### src/rtl/core/bpc_pkg.sv
// Package for the barometric pressure compensation core.
// Holds widths, reset coefficients, constants and the beat structs. No dependencies.
package bpc_pkg;

  localparam int unsigned DataW  = 32;
  localparam int unsigned RawW   = 16;
  localparam int unsigned CfgIdxW = 3;

  // Configuration register indexes
  typedef enum logic [CfgIdxW-1:0] {
    CfgAc1   = 3'd0,
    CfgAc2   = 3'd1,
    CfgAc3   = 3'd2,
    CfgAc4   = 3'd3,
    CfgAc5   = 3'd4,
    CfgAc6   = 3'd5,
    CfgB1B2  = 3'd6,
    CfgMcMd  = 3'd7
  } cfg_idx_e;

  localparam logic [15:0] Ac1Rst  = 16'd408;
  localparam logic [15:0] Ac2Rst  = 16'hFFB8;
  localparam logic [15:0] Ac3Rst  = 16'hC7D1;
  localparam logic [15:0] Ac4Rst  = 16'd32741;
  localparam logic [15:0] Ac5Rst  = 16'd32757;
  localparam logic [15:0] Ac6Rst  = 16'd23153;
  localparam logic [31:0] B1B2Rst = 32'd405667844;
  localparam logic [31:0] McMdRst = 32'd3724086068;

  localparam logic [31:0] B6Off   = 32'd4000;
  localparam logic [31:0] K3038   = 32'd3038;
  localparam logic [31:0] KM7357  = 32'hFFFF_E343;
  localparam logic [31:0] K3791   = 32'd3791;
  localparam logic [31:0] K50000  = 32'd50000;
  localparam logic [31:0] K32768  = 32'd32768;

  localparam int unsigned QueueDepth = 2;

  // Calibration set, sign-extended where needed
  typedef struct packed {
    logic [31:0] ac1;
    logic [31:0] ac2;
    logic [31:0] ac3;
    logic [31:0] ac4;
    logic [31:0] ac5;
    logic [31:0] ac6;
    logic [31:0] b1;
    logic [31:0] b2;
    logic [31:0] mc;
    logic [31:0] md;
  } coef_t;

  // Beat passed from front to back
  typedef struct packed {
    logic [31:0] num;   // MC << 11
    logic [31:0] den;   // X1 + MD
    logic [31:0] x1;
    logic [15:0] up;
    logic        err;
  } front_t;

  function automatic logic [31:0] sx16(input logic [15:0] v);
    return {{16{v[15]}}, v};
  endfunction

  function automatic logic [31:0] asr(input logic [31:0] x, input int unsigned s);
    return 32'($signed(x) >>> s);
  endfunction

endpackage

### src/rtl/core/bpc_queue.sv
// Short FIFO between the front and back ends.
// Uses bpc_pkg for the beat type.
module bpc_queue (
  input  logic            clk_i,
  input  logic            rst_ni,
  input  logic            wr_valid_i,
  output logic            wr_ready_o,
  input  bpc_pkg::front_t wr_data_i,
  output logic            rd_valid_o,
  input  logic            rd_ready_i,
  output bpc_pkg::front_t rd_data_o
);
  import bpc_pkg::*;

  localparam int unsigned PtrW = $clog2(QueueDepth);

  front_t          mem_q [QueueDepth];
  logic [PtrW-1:0] wp_q, rp_q;
  logic [PtrW:0]   cnt_q;
  logic            wr, rd;

  assign wr_ready_o = (cnt_q != (PtrW+1)'(QueueDepth));
  assign rd_valid_o = (cnt_q != '0);
  assign wr = wr_valid_i && wr_ready_o;
  assign rd = rd_valid_o && rd_ready_i;
  assign rd_data_o = mem_q[rp_q];

  always_ff @(posedge clk_i or negedge rst_ni) begin
    if (!rst_ni) begin
      wp_q  <= '0;
      rp_q  <= '0;
      cnt_q <= '0;
    end else begin
      if (wr) wp_q <= (wp_q == PtrW'(QueueDepth-1)) ? '0 : wp_q + 1'b1;
      if (rd) rp_q <= (rp_q == PtrW'(QueueDepth-1)) ? '0 : rp_q + 1'b1;
      cnt_q <= cnt_q + (PtrW+1)'(wr) - (PtrW+1)'(rd);
    end
  end

  always_ff @(posedge clk_i) begin
    if (wr) mem_q[wp_q] <= wr_data_i;
  end

endmodule

### config.mk
export PLATFORM = sky130hd
export DESIGN_NAME = bpc_queue
export DESIGN_NICKNAME = d
export VERILOG_FILES = /design/src/rtl/core/bpc_pkg.sv /design/src/rtl/core/bpc_queue.sv
export SDC_FILE = /design/constraint.sdc
export NUM_CORES = 1
export LEC_CHECK = 0
export BUFFER_PORTS_ARGS = -buffer_cell sky130_fd_sc_hd__buf_2
export CELL_PAD_IN_SITES_DETAIL_PLACEMENT = 1
export CELL_PAD_IN_SITES_GLOBAL_PLACEMENT = 2
export CORE_MARGIN = 2
export CORE_UTILIZATION = 41
export CTS_CLUSTER_DIAMETER = 150
export DETAILED_ROUTE_END_ITERATION = 10
export PLACE_DENSITY = 0.95
export RECOVER_POWER = 100
export SYNTH_ARGS = -nofsm -noshare
export SYNTH_HDL_FRONTEND = slang
export SYNTH_SLANG_ARGS = --single-unit
### constraint.sdc
create_clock -name clk_i -period 17.3 [get_ports clk_i]
set_input_delay 2.595 -clock clk_i [delete_from_list [all_inputs] [get_ports clk_i]]
set_output_delay 2.595 -clock clk_i [all_outputs]
set_load 0.02 [all_outputs]
# ---- Word-level counts from Yosys, hierarchy flattened
# Memories as Yosys holds them, arrays and structs flattened.
# Cells that the tools add are included.
dict set report op_classes {
  n_addsub 4
  n_eq_ne 1
  mux 4
  reduce_logical 3
}
# operator n
set op_table {}
lappend op_table {{$mux W1} 4}
lappend op_table {{$add A1 B1 Y1 const B} 2}
lappend op_table {{$add A2 B1 Y2} 1}
lappend op_table {{$logic_and A1 B1 Y1} 2}
lappend op_table {{$ne A2 B2 Y1 const B} 1}
lappend op_table {{$reduce_bool A2 Y1} 1}
lappend op_table {{$sub A2 B1 Y2} 1}
dict set report totals {
  regBits 4
  ramBits 226
  in_bits 117
  out_inout_bits 115
  word_cells 16
  n_memories 1
}
# name words word_bits rd rd_ports_with_merged_regs wr line
set mem_list {}
lappend mem_list {mem_q 2 113 1 0 1 bpc_queue.sv:17} ;# front_t mem_q [QueueDepth];

# ---- Depth between registers and ports, before layout
dict set report logic_depth {
  word_depth 4
  ltp_mapped 5
  ltp_nobuf 5
}

# ---- Worst setup path after synthesis
# No wires, ideal clock.
dict set report synth_path {
  path_kind {in2reg}
  start {input wr_valid_i}
  end {memory mem_q[0][0] (netlist name) (enable)}
  setup_time_ns 0.586
  arrival_time_ns 7.375
  required_ns 16.714
  slack_ns 9.339
  path_stages 2
  path_buffers 0
  path_cell_list {nand2_1 > nor2_1}
}
dict set report synth_between {
  elab_chain_len 3
}
# element line
set synth_lines {}
lappend synth_lines {{start: declaration} bpc_queue.sv:6} ;# input logic wr_valid_i,
lappend synth_lines {{$logic_and A1 B1 Y1} bpc_queue.sv:24} ;# assign wr = wr_valid_i && wr_ready_o;
lappend synth_lines {{$mux W1} bpc_queue.sv:41} ;# if (wr) mem_q[wp_q] <= wr_data_i;
lappend synth_lines {{$mux W1 (implied by the code)} bpc_queue.sv:41}
lappend synth_lines {{end: declaration} bpc_queue.sv:17}
# Every way passes these cells.

==> reports/results.ini <==
[worst_setup_path]
path_common_cell=clkbuf_1
cp-start-kind=register
endpoint=rd_data_o[106]
crit_arrival_ns=5.96
r2r_cells=5
rrSetupSlack_ns=11.06
required_ns=14.70
r2r-end=mem_q[0][60]
end_kind=output pin
crit_fanout=68
worstSetupPathType=reg -> out
worstReg2RegStart=cnt_q[0]
crit_chain=clkbuf_1, mux2_2, clkbuf_1
slowest_delay_ns=2.88
cp-startpoint=rp_q
slowest_stage=clkbuf_1

[sta]
hold_ws_ns=0.558
final-hold-violation-count=0
period_minus_slack_ns=8.56
final_max_slew_viol_count=349
final.period_utilization_pct=49.5
setup_ws_ns=8.74
relSlewSlack_pct=-163
fin_setup_tns_ns=0
worst_pin_slew_ns=3.94
finalSetupViolCount=0
finClkSkew_ns=0.0118
grt_setup_unrepaired=no
fmax_mhz=117

[synth]
ys_seq_area_share_pct=79.9
yosysTopAreaCellShare_pct=78.7
synth_ff_type=edfxtp_1
yosysTopAreaCell=edfxtp_1
yosys_warnings=0
syn-num-nets=492
synth_most_common_cell=edfxtp_1
synth_edf_count=226
synth.area.top_cells=edfxtp_1 79%, mux2_4 10%, mux2_2 6.9%
synthArstFlopShare_pct=1.74
ys_ff_latch=230
syn_avg_cell_area_um2=23.1
ys_top_cells_by_count=226 x edfxtp_1, 60 x mux2_4, 53 x mux2_2
synth.distinct_cells=20
synth_cells=374
syn_area_mm2=0.00862

[drt]
routedWlPerCell_um=20.0
drc=0
drtPass1Iterations=4
vias_per_cell=4.79
antenna_violating_nets_post_route=0
wirelength_um=18300
dr.first_iter.drc_count=213
num_vias=4391

[power_and_ir_drop]
vdd_drop_max_uv=93.0
power.static_leakage_nw=3.60
totalPowerFinal_mw=1.90
p_per_area_mw_per_mm2=182

[global_routing]
grt_pass1_wl_um=27100
antenna_found_initial=3
overflow=0
grt_pass1_vias=4858
track_usage_pct=15.9
grt_start_max_net_pins=69

[placement]
place_area_mm2=0.0100
dpl_worst_slack_ns=12.13
hpwl_um=12100
place.gp.congestion=0.691
portBuffers=231
dp_cells=871

[cts]
postCtsSetupBuffers=0
cts_hold_buf=0
cts-resized-gates=0
root_buffer=clkbuf_16
worstSkewPairLatency_ns=0.51
cts_sinks=230
cts_buffer_depth=3
clkTransAtPathRegs_ns=0.06
cts_tree=done
htreeDepth=1
cts_buffers=25

[floorplanning]
ioPinCount=232
start_util_pct=41.4
core_mm2=0.0208
fp.dieW_um=149
die_area_mm2=0.0222
die_height_um=149
fp-row-count=53

[finish]
nets=741
design_area_mm2=0.0104
post_layout_nonfiller_instances=917
syn_to_final_growth_pct=20.9
drive_gt1_share_pct=30.2
fillers=2112
finalCoreUtilization_pct=50.1

[run]
cap_violations=6

[status]
status=finished with violations
violations=max-capacitance violations, max-slew violations

[worst_hold_path]
hold_class=reg -> reg

-- power by group --
| part | internal [mW] | leakage [nW] | switching, mW |
|---|---|---|---|
| Sequential | 0.776 | 2.15 | 0.0531 |
| Clock | 0.294 | 0.379 | 0.207 |
| Combinational | 0.202 | 1.07 | 0.366 |
| Total | 1.27 | 3.60 | 0.626 |
-- layout by cell type (no fill, tap or decap) --
master | Yosys | final
or2_2 | 1 | 1
ha_1 | 1 | 1
clkinv_2 | 0 | 6
clkbuf_1 | 0 | 134
clkinvlp_4 | 0 | 1
nor2b_1 | 1 | 1
a21bo_2 | 1 | 1
edfxtp_1 | 226 | 226
dfrtp_1 | 4 | 4
xnor2_1 | 3 | 3
diode_2 | 0 | 2
mux2_4 | 60 | 2
a32oi_1 | 1 | 1
nor2_1 | 3 | 2
bufinv_16 | 0 | 2
clkbuf_16 | 0 | 25
and3_1 | 1 | 1
mux2_1 | 0 | 62
o21ai_0 | 1 | 1
nand2_1 | 2 | 2
clkinv_1 | 0 | 6
nor2_4 | 0 | 1
nand3_1 | 1 | 1
nand2b_1 | 1 | 1
buf_2 | 5 | 104
inv_8 | 0 | 1
a211oi_1 | 1 | 1
mux2_2 | 53 | 49
-- area by class of cell --
| type | count | area (um2) | share of cell area (%) |
|---|---|---|---|
| flip-flops and latches | 230 | 6890 | 66.1 |
| multi-input cells | 131 | 1410 | 13.5 |
| repair buffers | 235 | 1010 | 9.71 |
| clock buffers | 28 | 637 | 6.11 |
| well taps | 275 | 344 | 3.30 |
| clock inverters | 16 | 131 | 1.26 |
| diodes | 2 | 5.00 | 0.0480 |
-- worst max-delay path: cells and delay by family, from the launching register on --
family                 cells  cell delay [ns]
buffers and inverters      2             3.13
flip-flops                 1             1.68
multiplexers               1             0.61
-- sequential cells by signal, indices dropped and copies added, names as in the netlist --
| register | count |
|---|---|
| rp_q | 1 |
| mem_q | 226 |
| cnt_q | 2 |
| wp_q | 1 |
-- cell families (layout without fill, tap and decap cells) --
kind of cell | after synthesis | in the layout | share of synthesized area, %
DFF | 230 | 230 | 79.9
muxes | 113 | 113 | 17.4
buffers and inverters | 13 | 279 | 1.38
and+or+nand+nor | 10 | 10 | 0.566
AOI/OAI and AO/OA | 4 | 4 | 0.363
xor gates and xnor gates | 3 | 3 | 0.305
adders and majority gates | 1 | 1 | 0.145
other | 0 | 2 | 0
-- metal layers --
layer / wire length [um] / global-route usage [%] / vias to the layer above / part of all wire, %
met5: 0 / 0 / - / 0
met2: 9420 / 28.0 / 176 / 51
met3: 1360 / 4.74 / 42 / 7.4
li1: - / - / 1983 / -
met1: 6980 / 18.9 / 2190 / 38
met4: 572 / 4.90 / 0 / 3.1
-- worst min-delay path by stage --
stage | endpoint | cells past startpoint | from
2_1_floorplan | wp_q | 1 | wp_q
3_5_place_dp | wp_q | 1 | wp_q
3_3_place_gp | wp_q | 1 | wp_q
6_report | wp_q | 1 | wp_q
4_1_cts | wp_q | 1 | wp_q
5_1_grt | wp_q | 1 | wp_q
Power figures use the tool's default switching activity.
