--- config.mk ---
export PLATFORM = sky130hd
export DESIGN_NAME = bpc_front
export DESIGN_NICKNAME = d
export VERILOG_FILES = /design/src/rtl/core/bpc_pkg.sv /design/src/rtl/core/bpc_front.sv
export SDC_FILE = /design/constraint.sdc
export NUM_CORES = 1
export LEC_CHECK = 0
export BUFFER_PORTS_ARGS = -buffer_cell sky130_fd_sc_hd__buf_2
export CORE_ASPECT_RATIO = 1.5
export CORE_UTILIZATION = 55
export CTS_CLUSTER_SIZE = 30
export DETAILED_ROUTE_END_ITERATION = 7
export GPL_TIMING_DRIVEN = 0
export PLACE_DENSITY_LB_ADDON = 0.15
export SLEW_MARGIN = 20
export SYNTH_ARGS = -nofsm -noshare
export SYNTH_HDL_FRONTEND = slang
export SYNTH_SLANG_ARGS = --single-unit
--- constraint.sdc ---
create_clock -name clk_i -period 6.4 [get_ports clk_i]
set_input_delay 0.96 -clock clk_i [delete_from_list [all_inputs] [get_ports clk_i]]
set_output_delay 0.96 -clock clk_i [all_outputs]
set_load 0.005 [all_outputs]
--- src/rtl/core/bpc_pkg.sv ---
// Package for the barometric pressure compensation core.
// Holds widths, reset coefficients, constants and the beat structs. No dependencies.
package bpc_pkg;

  localparam int unsigned DataW  = 32;
  localparam int unsigned RawW   = 16;
  localparam int unsigned CfgIdxW = 3;

  // Configuration register indexes
  typedef enum logic [CfgIdxW-1:0] {
    CfgAc1   = 3'd0,
    CfgAc2   = 3'd1,
    CfgAc3   = 3'd2,
    CfgAc4   = 3'd3,
    CfgAc5   = 3'd4,
    CfgAc6   = 3'd5,
    CfgB1B2  = 3'd6,
    CfgMcMd  = 3'd7
  } cfg_idx_e;

  localparam logic [15:0] Ac1Rst  = 16'd408;
  localparam logic [15:0] Ac2Rst  = 16'hFFB8;
  localparam logic [15:0] Ac3Rst  = 16'hC7D1;
  localparam logic [15:0] Ac4Rst  = 16'd32741;
  localparam logic [15:0] Ac5Rst  = 16'd32757;
  localparam logic [15:0] Ac6Rst  = 16'd23153;
  localparam logic [31:0] B1B2Rst = 32'd405667844;
  localparam logic [31:0] McMdRst = 32'd3724086068;

  localparam logic [31:0] B6Off   = 32'd4000;
  localparam logic [31:0] K3038   = 32'd3038;
  localparam logic [31:0] KM7357  = 32'hFFFF_E343;
  localparam logic [31:0] K3791   = 32'd3791;
  localparam logic [31:0] K50000  = 32'd50000;
  localparam logic [31:0] K32768  = 32'd32768;

  localparam int unsigned QueueDepth = 2;

  // Calibration set, sign-extended where needed
  typedef struct packed {
    logic [31:0] ac1;
    logic [31:0] ac2;
    logic [31:0] ac3;
    logic [31:0] ac4;
    logic [31:0] ac5;
    logic [31:0] ac6;
    logic [31:0] b1;
    logic [31:0] b2;
    logic [31:0] mc;
    logic [31:0] md;
  } coef_t;

  // Beat passed from front to back
  typedef struct packed {
    logic [31:0] num;   // MC << 11
    logic [31:0] den;   // X1 + MD
    logic [31:0] x1;
    logic [15:0] up;
    logic        err;
  } front_t;

  function automatic logic [31:0] sx16(input logic [15:0] v);
    return {{16{v[15]}}, v};
  endfunction

  function automatic logic [31:0] asr(input logic [31:0] x, input int unsigned s);
    return 32'($signed(x) >>> s);
  endfunction

endpackage

--- src/rtl/core/bpc_front.sv ---
// Front end: accepts raw beats, computes X1 and the temperature divisor.
// Uses bpc_pkg. Two register stages, stalls on the queue's ready.
module bpc_front (
  input  logic                clk_i,
  input  logic                rst_ni,
  input  bpc_pkg::coef_t      coef_i,
  input  logic                in_valid,
  output logic                in_ready,
  input  logic [15:0]         raw_temp_i,
  input  logic [15:0]         raw_press_i,
  output logic                fr_valid_o,
  input  logic                fr_ready_i,
  output bpc_pkg::front_t     fr_o
);
  import bpc_pkg::*;

  logic        s1_vld_q, s2_vld_q;
  logic [31:0] s1_prod_q;
  logic [15:0] s1_up_q;
  front_t      s2_q, s2_d;
  logic        en;

  assign en       = fr_ready_i || !s2_vld_q;
  assign in_ready = en;

  // Stage 2 combinational: X1, divisor
  always_comb begin
    s2_d.x1  = asr(s1_prod_q, 15);
    s2_d.den = s2_d.x1 + coef_i.md;
    s2_d.num = coef_i.mc << 11;
    s2_d.up  = s1_up_q;
    s2_d.err = (s2_d.den == '0);
  end

  always_ff @(posedge clk_i or negedge rst_ni) begin
    if (!rst_ni) begin
      s1_vld_q <= 1'b0;
      s2_vld_q <= 1'b0;
    end else if (en) begin
      s1_vld_q <= in_valid;
      s2_vld_q <= s1_vld_q;
    end
  end

  // Stage 1: (UT - AC6) * AC5
  always_ff @(posedge clk_i) begin
    if (en) begin
      s1_prod_q <= ({16'd0, raw_temp_i} - coef_i.ac6) * coef_i.ac5;
      s1_up_q   <= raw_press_i;
      s2_q      <= s2_d;
    end
  end

  assign fr_valid_o = s2_vld_q;
  assign fr_o       = s2_q;

endmodule

[After elaboration in Yosys (flattened, before gate mapping)]
Cells that the tools add are included.
Word-level totals
  register bits: 137
  bits in latches: 0
  memory bits (writable): 0
  ROM bits: 0
  bits of input ports: 356
  output and inout bits: 115
  word-level logic and storage cells: 15
  memories: 0
Cells by class
  add/sub/neg operators: 2
  multipliers: 1
  div/mod/pow operators: 0
  order comparisons: 0
  eq/ne operators: 0
  shift-type cells: 0
  muxes and demuxes: 0
  bitwise logic cells: 0
  reductions and logical operators: 3
Operators with widths (number)
  $add A32 B32 Y32: 1
  $logic_not A32 Y1: 1
  $mul A32 B32 Y32: 1
  $sub A16 B32 Y32: 1
  $logic_not A1 Y1: 1
  $logic_or A1 B1 Y1: 1

[Longest topological paths before layout]
Gate-level depths: netlist (run 1).
  depth in word-level cells: 2
  gate-level depth with buffers: 41
  gate-level depth less buffers: 40

[Worst setup path before layout (run 1)]
OpenSTA, ideal clock, no wires.
  path kind: input-to-reg
  start: in coef_i[130] (netlist name)
  end: reg s1_prod_q[31] (data pin)
  setup time: 268 ps
  data arrival time: 10303 ps
  setup slack: -4171 ps
  stages on the path: 39
  path through: inv_1 ha_1 nor2b_1 o31a_1 o41ai_1 o21ai_1 o21ai_1 a21boi_1 o21a_1 o22ai_1 nor3_1 xnor2_1 clkbuf_1 nand2_1 fa_1 inv_1 fa_1 fa_1 [... 3 more ...] inv_1 fa_1 fa_1 fa_1 xnor2_1 xnor2_1 xnor2_1 xnor2_1 xnor2_1 xnor2_1 xnor2_1 xnor3_1 xnor2_1 xnor2_1 xnor2_1 xnor2_1 xnor2_1 xnor3_1
On the way
  word-level cells in the longest chain between the ends: 2
Ends and longest elaborated chain
  from (decl): RTL line bpc_front.sv:6  | input bpc_pkg::coef_t coef_i,
  $sub A16 B32 Y32: RTL line bpc_front.sv:48  | s1_prod_q <= ({16'd0, raw_temp_i} - coef_i.ac6) * coef_i.ac5;
  $mul A32 B32 Y32: RTL line bpc_front.sv:48
  to (signal assigned): RTL line bpc_front.sv:48
  to (decl): RTL line bpc_front.sv:18  | logic [31:0] s1_prod_q;
Every way passes these cells.
A chain may end at the register's enable or synchronous reset.

[Final worst setup path (run 1)]
  start: in raw_temp_i[0]
  end: reg s1_prod_q[31] (data pin)
On the way
  word-level cells in the longest chain between the ends: 2
Ends and longest elaborated chain
  from (decl): RTL line bpc_front.sv:9  | input logic [15:0] raw_temp_i,
  $sub A16 B32 Y32: RTL line bpc_front.sv:48
  $mul A32 B32 Y32: RTL line bpc_front.sv:48
Every way passes these cells.

==> impl_metrics.toml, run 1 <==
[status]
outcome = "finished with violations"
violations = "negative setup slack"

[cts]
cts_root_buf = "clkbuf_16"
insertion_delay_ns = 0.42
cts_tree = "built"
h-tree-depth = 4
numCtsBuffers = 17
path_clk_slew_ns = 0.05
holdBufCountCts = 0
clockBufferDepth = 2
clock-sinks = 122

[route]
first_pass_iters = 5
drt_iter0_drc = 858
viasPerCell = 5.42
routed_wl_mm = 61.9
drc_errors = 0
vias = 16394
routedWlPerCell_um = 20.5
drtAntennaViolNets = 0

[sta]
maxSlewViolCount = 0
setup_ws_ns = -4.10
rsz0062_at_grt = "yes"
finalSetupViolations = 17
hold_viol = 0
fin_crit_sh = 1.64
maxSlewHeadroom = 0.170
fmax_ghz = 0.0952
tightest_slew_ns = 1.25
timing.final.crit_period_ns = 10.50
skew_ns = 0.00638

[floorplan]
die_h_um = 244
start_util = 0.559
die_width_um = 164
core_sq_um = 38500
num_rows = 88
die-area_sq_um = 40000
ios = 471

[setup_path]
rr_endpoint = "fr_o[0]"
slowest_stage = "or4b_4"
crit_type = "in2reg"
critPathArrivalTime_ns = 10.65
timing.reg2reg.setup_slack_ns = 1.21
slowest_delay_ns = 0.55
worst-r2r-cell-count = 15
cpMostUsedCell = "xnor2_1"
required_ns = 6.55
path_depth = 41
cpLargestDelayFamily = "adder cells"
cp-start-kind = "primary input"
timing.critical_path.buf_inv = 6
crit_path_max_fanout = 7
r2r-start = "s1_prod_q[15]"
critPathCaptureType = "register"

[layout]
nNetsFinal = 3447
area_growth_pct = 18.7
layout_common_cells = "inv_1 (407), fa_1 (401), buf_2 (254), nand2_1 (244), and2_1 (241)"
layout_commonest_cell = "inv_1"
drive_gt1_frac = 0.216
antenna_cells_inserted = 0

[yosys]
synth_flop_cell = "edfxtp_1"
syn_inst = 2156
syn_area_sq_um = 21600
async_flop_share = 0.0164
yosysWarnings = 0
synth_top_area_cell = "fa_1"
ys_seq_elements = 122
synth.distinct_cells = 68
yosys-top-cells-area = "fa_1 (38%), edfxtp_1 (17%), ha_1 (9.7%)"
avgSynthCellArea_sq_um = 10.0
yosysSeqAreaShare = 0.169
synth_top_area_frac = 0.380
synth_edf_count = 120

[grt]
grt_max_degree = 61
grt_pass1_wl_mm = 94.2
grt_pass1_vias = 17664
grt_overflow_total = 0
antenna_found_initial = 2
grt_usage = 0.319

[placed_design]
gp_congestion = 0.968
dp_slack_ns = -5.64
placement.io_buffers = 254
dp_hpwl_mm = 50.2

[run]
drv_cap = 0

[hold_path]
hp-class = "in2async"
## Yosys cell counts (all sizes together) (3+ instances only)
| cell type | number |
|---|---|
| inv | 419 |
| buf | 27 |
| edfxtp | 120 |
| or4 | 6 |
| a211oi | 5 |
| clkbuf | 80 |
| nor3 | 21 |
| o21bai | 7 |
| a2111oi | 4 |
| fa | 409 |
| xor2 | 25 |
| and2 | 248 |
| nand4 | 3 |
| o21a | 12 |
| or3 | 6 |
| nor2b | 49 |
| a21oi | 35 |
| o31a | 3 |
| nand3 | 7 |
| a31oi | 5 |
| nor4 | 4 |
| ha | 167 |
| nand2b | 26 |
| xnor2 | 94 |
| o21ai | 28 |
| a21boi | 4 |
| nor2 | 42 |
| nand2 | 247 |
| or4b | 3 |
| a21o | 16 |
## flip-flops by register name, indices dropped and copies added, names as in the netlist
name,flops
s1_vld_q,1
fr_o,87
fr_valid_o,1
s1_up_q,16
s1_prod_q,17
## cells by family after synthesis
logic type / after synthesis / synth area share
simple gates: 672 / 0.162
fa+ha+maj: 576 / 0.477
buf+inv: 528 / 0.0975
compound gates: 135 / 0.0424
flops: 122 / 0.169
xor+xnor: 121 / 0.0511
other cells: 1 / 0.000174
mux: 1 / 0.000522
## through the flow
step | hold slack [ns] | cell area, sq um | utilization | std cells | TNS (ns)
5_1_grt | 0.309 | 25600 | 0.664 | 3023 | -49.25
2_1_floorplan | 0.400 | 21800 | - | 2166 | -37.07
6_report | 0.318 | 25600 | 0.664 | 3023 | -45.22
3_5_place_dp | 0.405 | 23800 | 0.617 | 2919 | -64.84
4_1_cts | 0.310 | 25100 | 0.650 | 2997 | -42.17
3_3_place_gp | 0.402 | 23700 | 0.614 | 2915 | -78.56
## metal layers
metal,GRT usage,vias to the layer above,share of wire
li1,-,7245,-
met1,0.356,8269,0.35
met2,0.571,689,0.51
met3,0.0402,189,0.067
met4,0.196,2,0.070
met5,0,-,0.00016
## area by class of cell
| cell class | instances | area, sq um |
|---|---|---|
| clock buffers | 18 | 429 |
| flip-flops and latches | 122 | 3650 |
| inverters | 421 | 1600 |
| plain buffers | 106 | 634 |
| multi-input cells | 1516 | 16600 |
| repair buffers | 331 | 1980 |
| fillers | 3127 | 12900 |
| well taps | 495 | 619 |
| clock inverters | 14 | 97.6 |
## repair_timing
action	4_1_cts	5_1_grt
gates resized for setup	100	90
endpoints found under the hold margin	0	0
endpoints found under the setup margin	17	17
buffers inserted	47	28
pin swaps	54	47
## worst max-delay path by stage
stage | slack, ns | from | end
3_5_place_dp | -5.64 | raw_temp_i[0] | s1_prod_q[31]
4_1_cts | -3.96 | coef_i[128] | s1_prod_q[31]
6_report | -4.10 | raw_temp_i[0] | s1_prod_q[31]
3_3_place_gp | -6.06 | raw_temp_i[0] | s1_prod_q[31]
2_1_floorplan | -3.45 | raw_temp_i[0] | s1_prod_q[31]
5_1_grt | -4.35 | raw_temp_i[0] | s1_prod_q[31]
Power of run 1 is not shown: default switching activity piles up to over one toggle a cycle in this logic, so the estimate is an artifact.
==> run 2, diff against run 1 <==
Settings changed: CORE_UTILIZATION 55 to 52, HOLD_SLACK_MARGIN set to 0.08.
Clock period 6.4 ns to 9.2 ns, I/O delays scaled along.
==> impl_metrics.toml, run 2 (synthesized netlist as in run 1, its figures left out) <==
[status]
outcome = "finished with violations"
violations = "negative setup slack"

[sta]
timing.final.crit_period_ns = 10.85
rsz0062_at_grt = "yes"
maxSlewHeadroom = 0.219
tightest_slew_ns = 1.17
finalSetupViolations = 10
fmax_ghz = 0.0921
maxSlewViolCount = 0
hold_viol = 0
setup_ws_ns = -1.65
skew_ns = 0.00726
holdWs_ns = 0.418
fin_crit_sh = 1.18

[placed_design]
gp_congestion = 0.961
placement.io_buffers = 254
place_area_sq_um = 23800
dp_hpwl_mm = 49.9

[setup_path]
crit_type = "in2reg"
crit_path_max_fanout = 6
slowest_stage = "fa_1"
required_ns = 9.34
critPathCaptureType = "register"
timing.reg2reg.setup_slack_ns = 3.99
critPathArrivalTime_ns = 11.00
slowest_delay_ns = 0.58
cp-start-kind = "primary input"

[layout]
nNetsFinal = 3434
layout_common_cells = "inv_1 (411), fa_1 (400), buf_2 (253), nand2_1 (244), and2_1 (243)"
fillers = 3506
layout_commonest_cell = "inv_1"
stdcell_area_sq_um = 25500
area_growth_pct = 18.1
largest_reg_flops = 87
drive_gt1_frac = 0.208

[cts]
h-tree-depth = 4
cts_root_buf = "clkbuf_16"
clockBufferDepth = 2
path_clk_slew_ns = 0.06
clock-sinks = 122
insertion_delay_ns = 0.42
cts_tree = "built"
numCtsBuffers = 17

[route]
drc_errors = 0
routedWlPerCell_um = 20.0
viasPerCell = 5.34
vias = 16174
routed_wl_mm = 60.5
first_pass_iters = 5
drt_iter0_drc = 841
drtAntennaViolNets = 0

[grt]
grt_max_degree = 58
antenna_found_initial = 1
grt_pass1_vias = 17627
grt_usage = 0.298
grt_pass1_wl_mm = 93.9
grt_overflow_total = 0

[floorplan]
ios = 471
core_sq_um = 41000
start_util = 0.526
die_width_um = 168
num_rows = 91
die-area_sq_um = 42300
die_h_um = 251

[hold_path]
hp-class = "reg2reg"

[run]
drv_cap = 0
-- run 2: path summary, 6_finish.rpt --
path                               start            end  cells past startpoint
max reg2reg                s1_prod_q[15]        fr_o[0]                     15
min in group asynchronous         rst_ni     fr_valid_o                      1
min reg2reg                   s1_up_q[7]        fr_o[8]                      0
min                           s1_up_q[7]        fr_o[8]                      0
max in group asynchronous         rst_ni       s1_vld_q                      1
max                        raw_temp_i[0]  s1_prod_q[31]                     42
-- run 2: worst max-delay path: cells and delay by family --
family | cells | cell delay, ns
buffers and inverters | 7 | 0.68
xor gates and xnor gates | 15 | 3.14
AOI/OAI and AO/OA | 7 | 1.35
adders and majority gates | 10 | 4.27
and+or+nand+nor | 3 | 0.16
-- run 2: layout make-up --
| type | count | area [sq um] | area share |
|---|---|---|---|
| clock buffer | 17 | 425 | 0.0167 |
| tap | 511 | 639 | 0.0251 |
| sequential | 122 | 3650 | 0.143 |
| antenna | 2 | 5.00 | 0.000197 |
| buffer | 107 | 651 | 0.0256 |
| clock inverter | 15 | 165 | 0.00649 |
| timing repair buffer | 317 | 1820 | 0.0716 |
| inverter | 421 | 1600 | 0.0627 |
| multi-input combinational | 1516 | 16500 | 0.648 |
-- run 2: per-layer routing --
layer | global-route usage | wire length [um] | vias up
met3 | 0.0401 | 3700 | 171
met4 | 0.191 | 4250 | 2
met2 | 0.547 | 31900 | 662
met5 | 0 | 5 | -
met1 | 0.318 | 20700 | 8115
li1 | - | - | 7224
-- run 2: timing repair --
item,in CTS,in global routing
hold buffers,0,0
pin swaps,48,58
setup buffers,32,29
resized for setup,96,65
setup endpoints to repair,17,14
-- run 2: through the flow --
step / utilization / setup TNS, ns / setup WS, ns / std cells
5_1_grt: 0.621 / -7.68 / -1.96 / 3026
6_report: 0.621 / -4.89 / -1.65 / 3028
4_1_cts: 0.610 / -5.92 / -1.59 / 2998
2_1_floorplan: - / -1.98 / -1.07 / 2166
3_3_place_gp: 0.578 / -36.44 / -3.71 / 2931
3_5_place_dp: 0.580 / -28.21 / -3.35 / 2935
Power of run 2 is left out for the same reason.
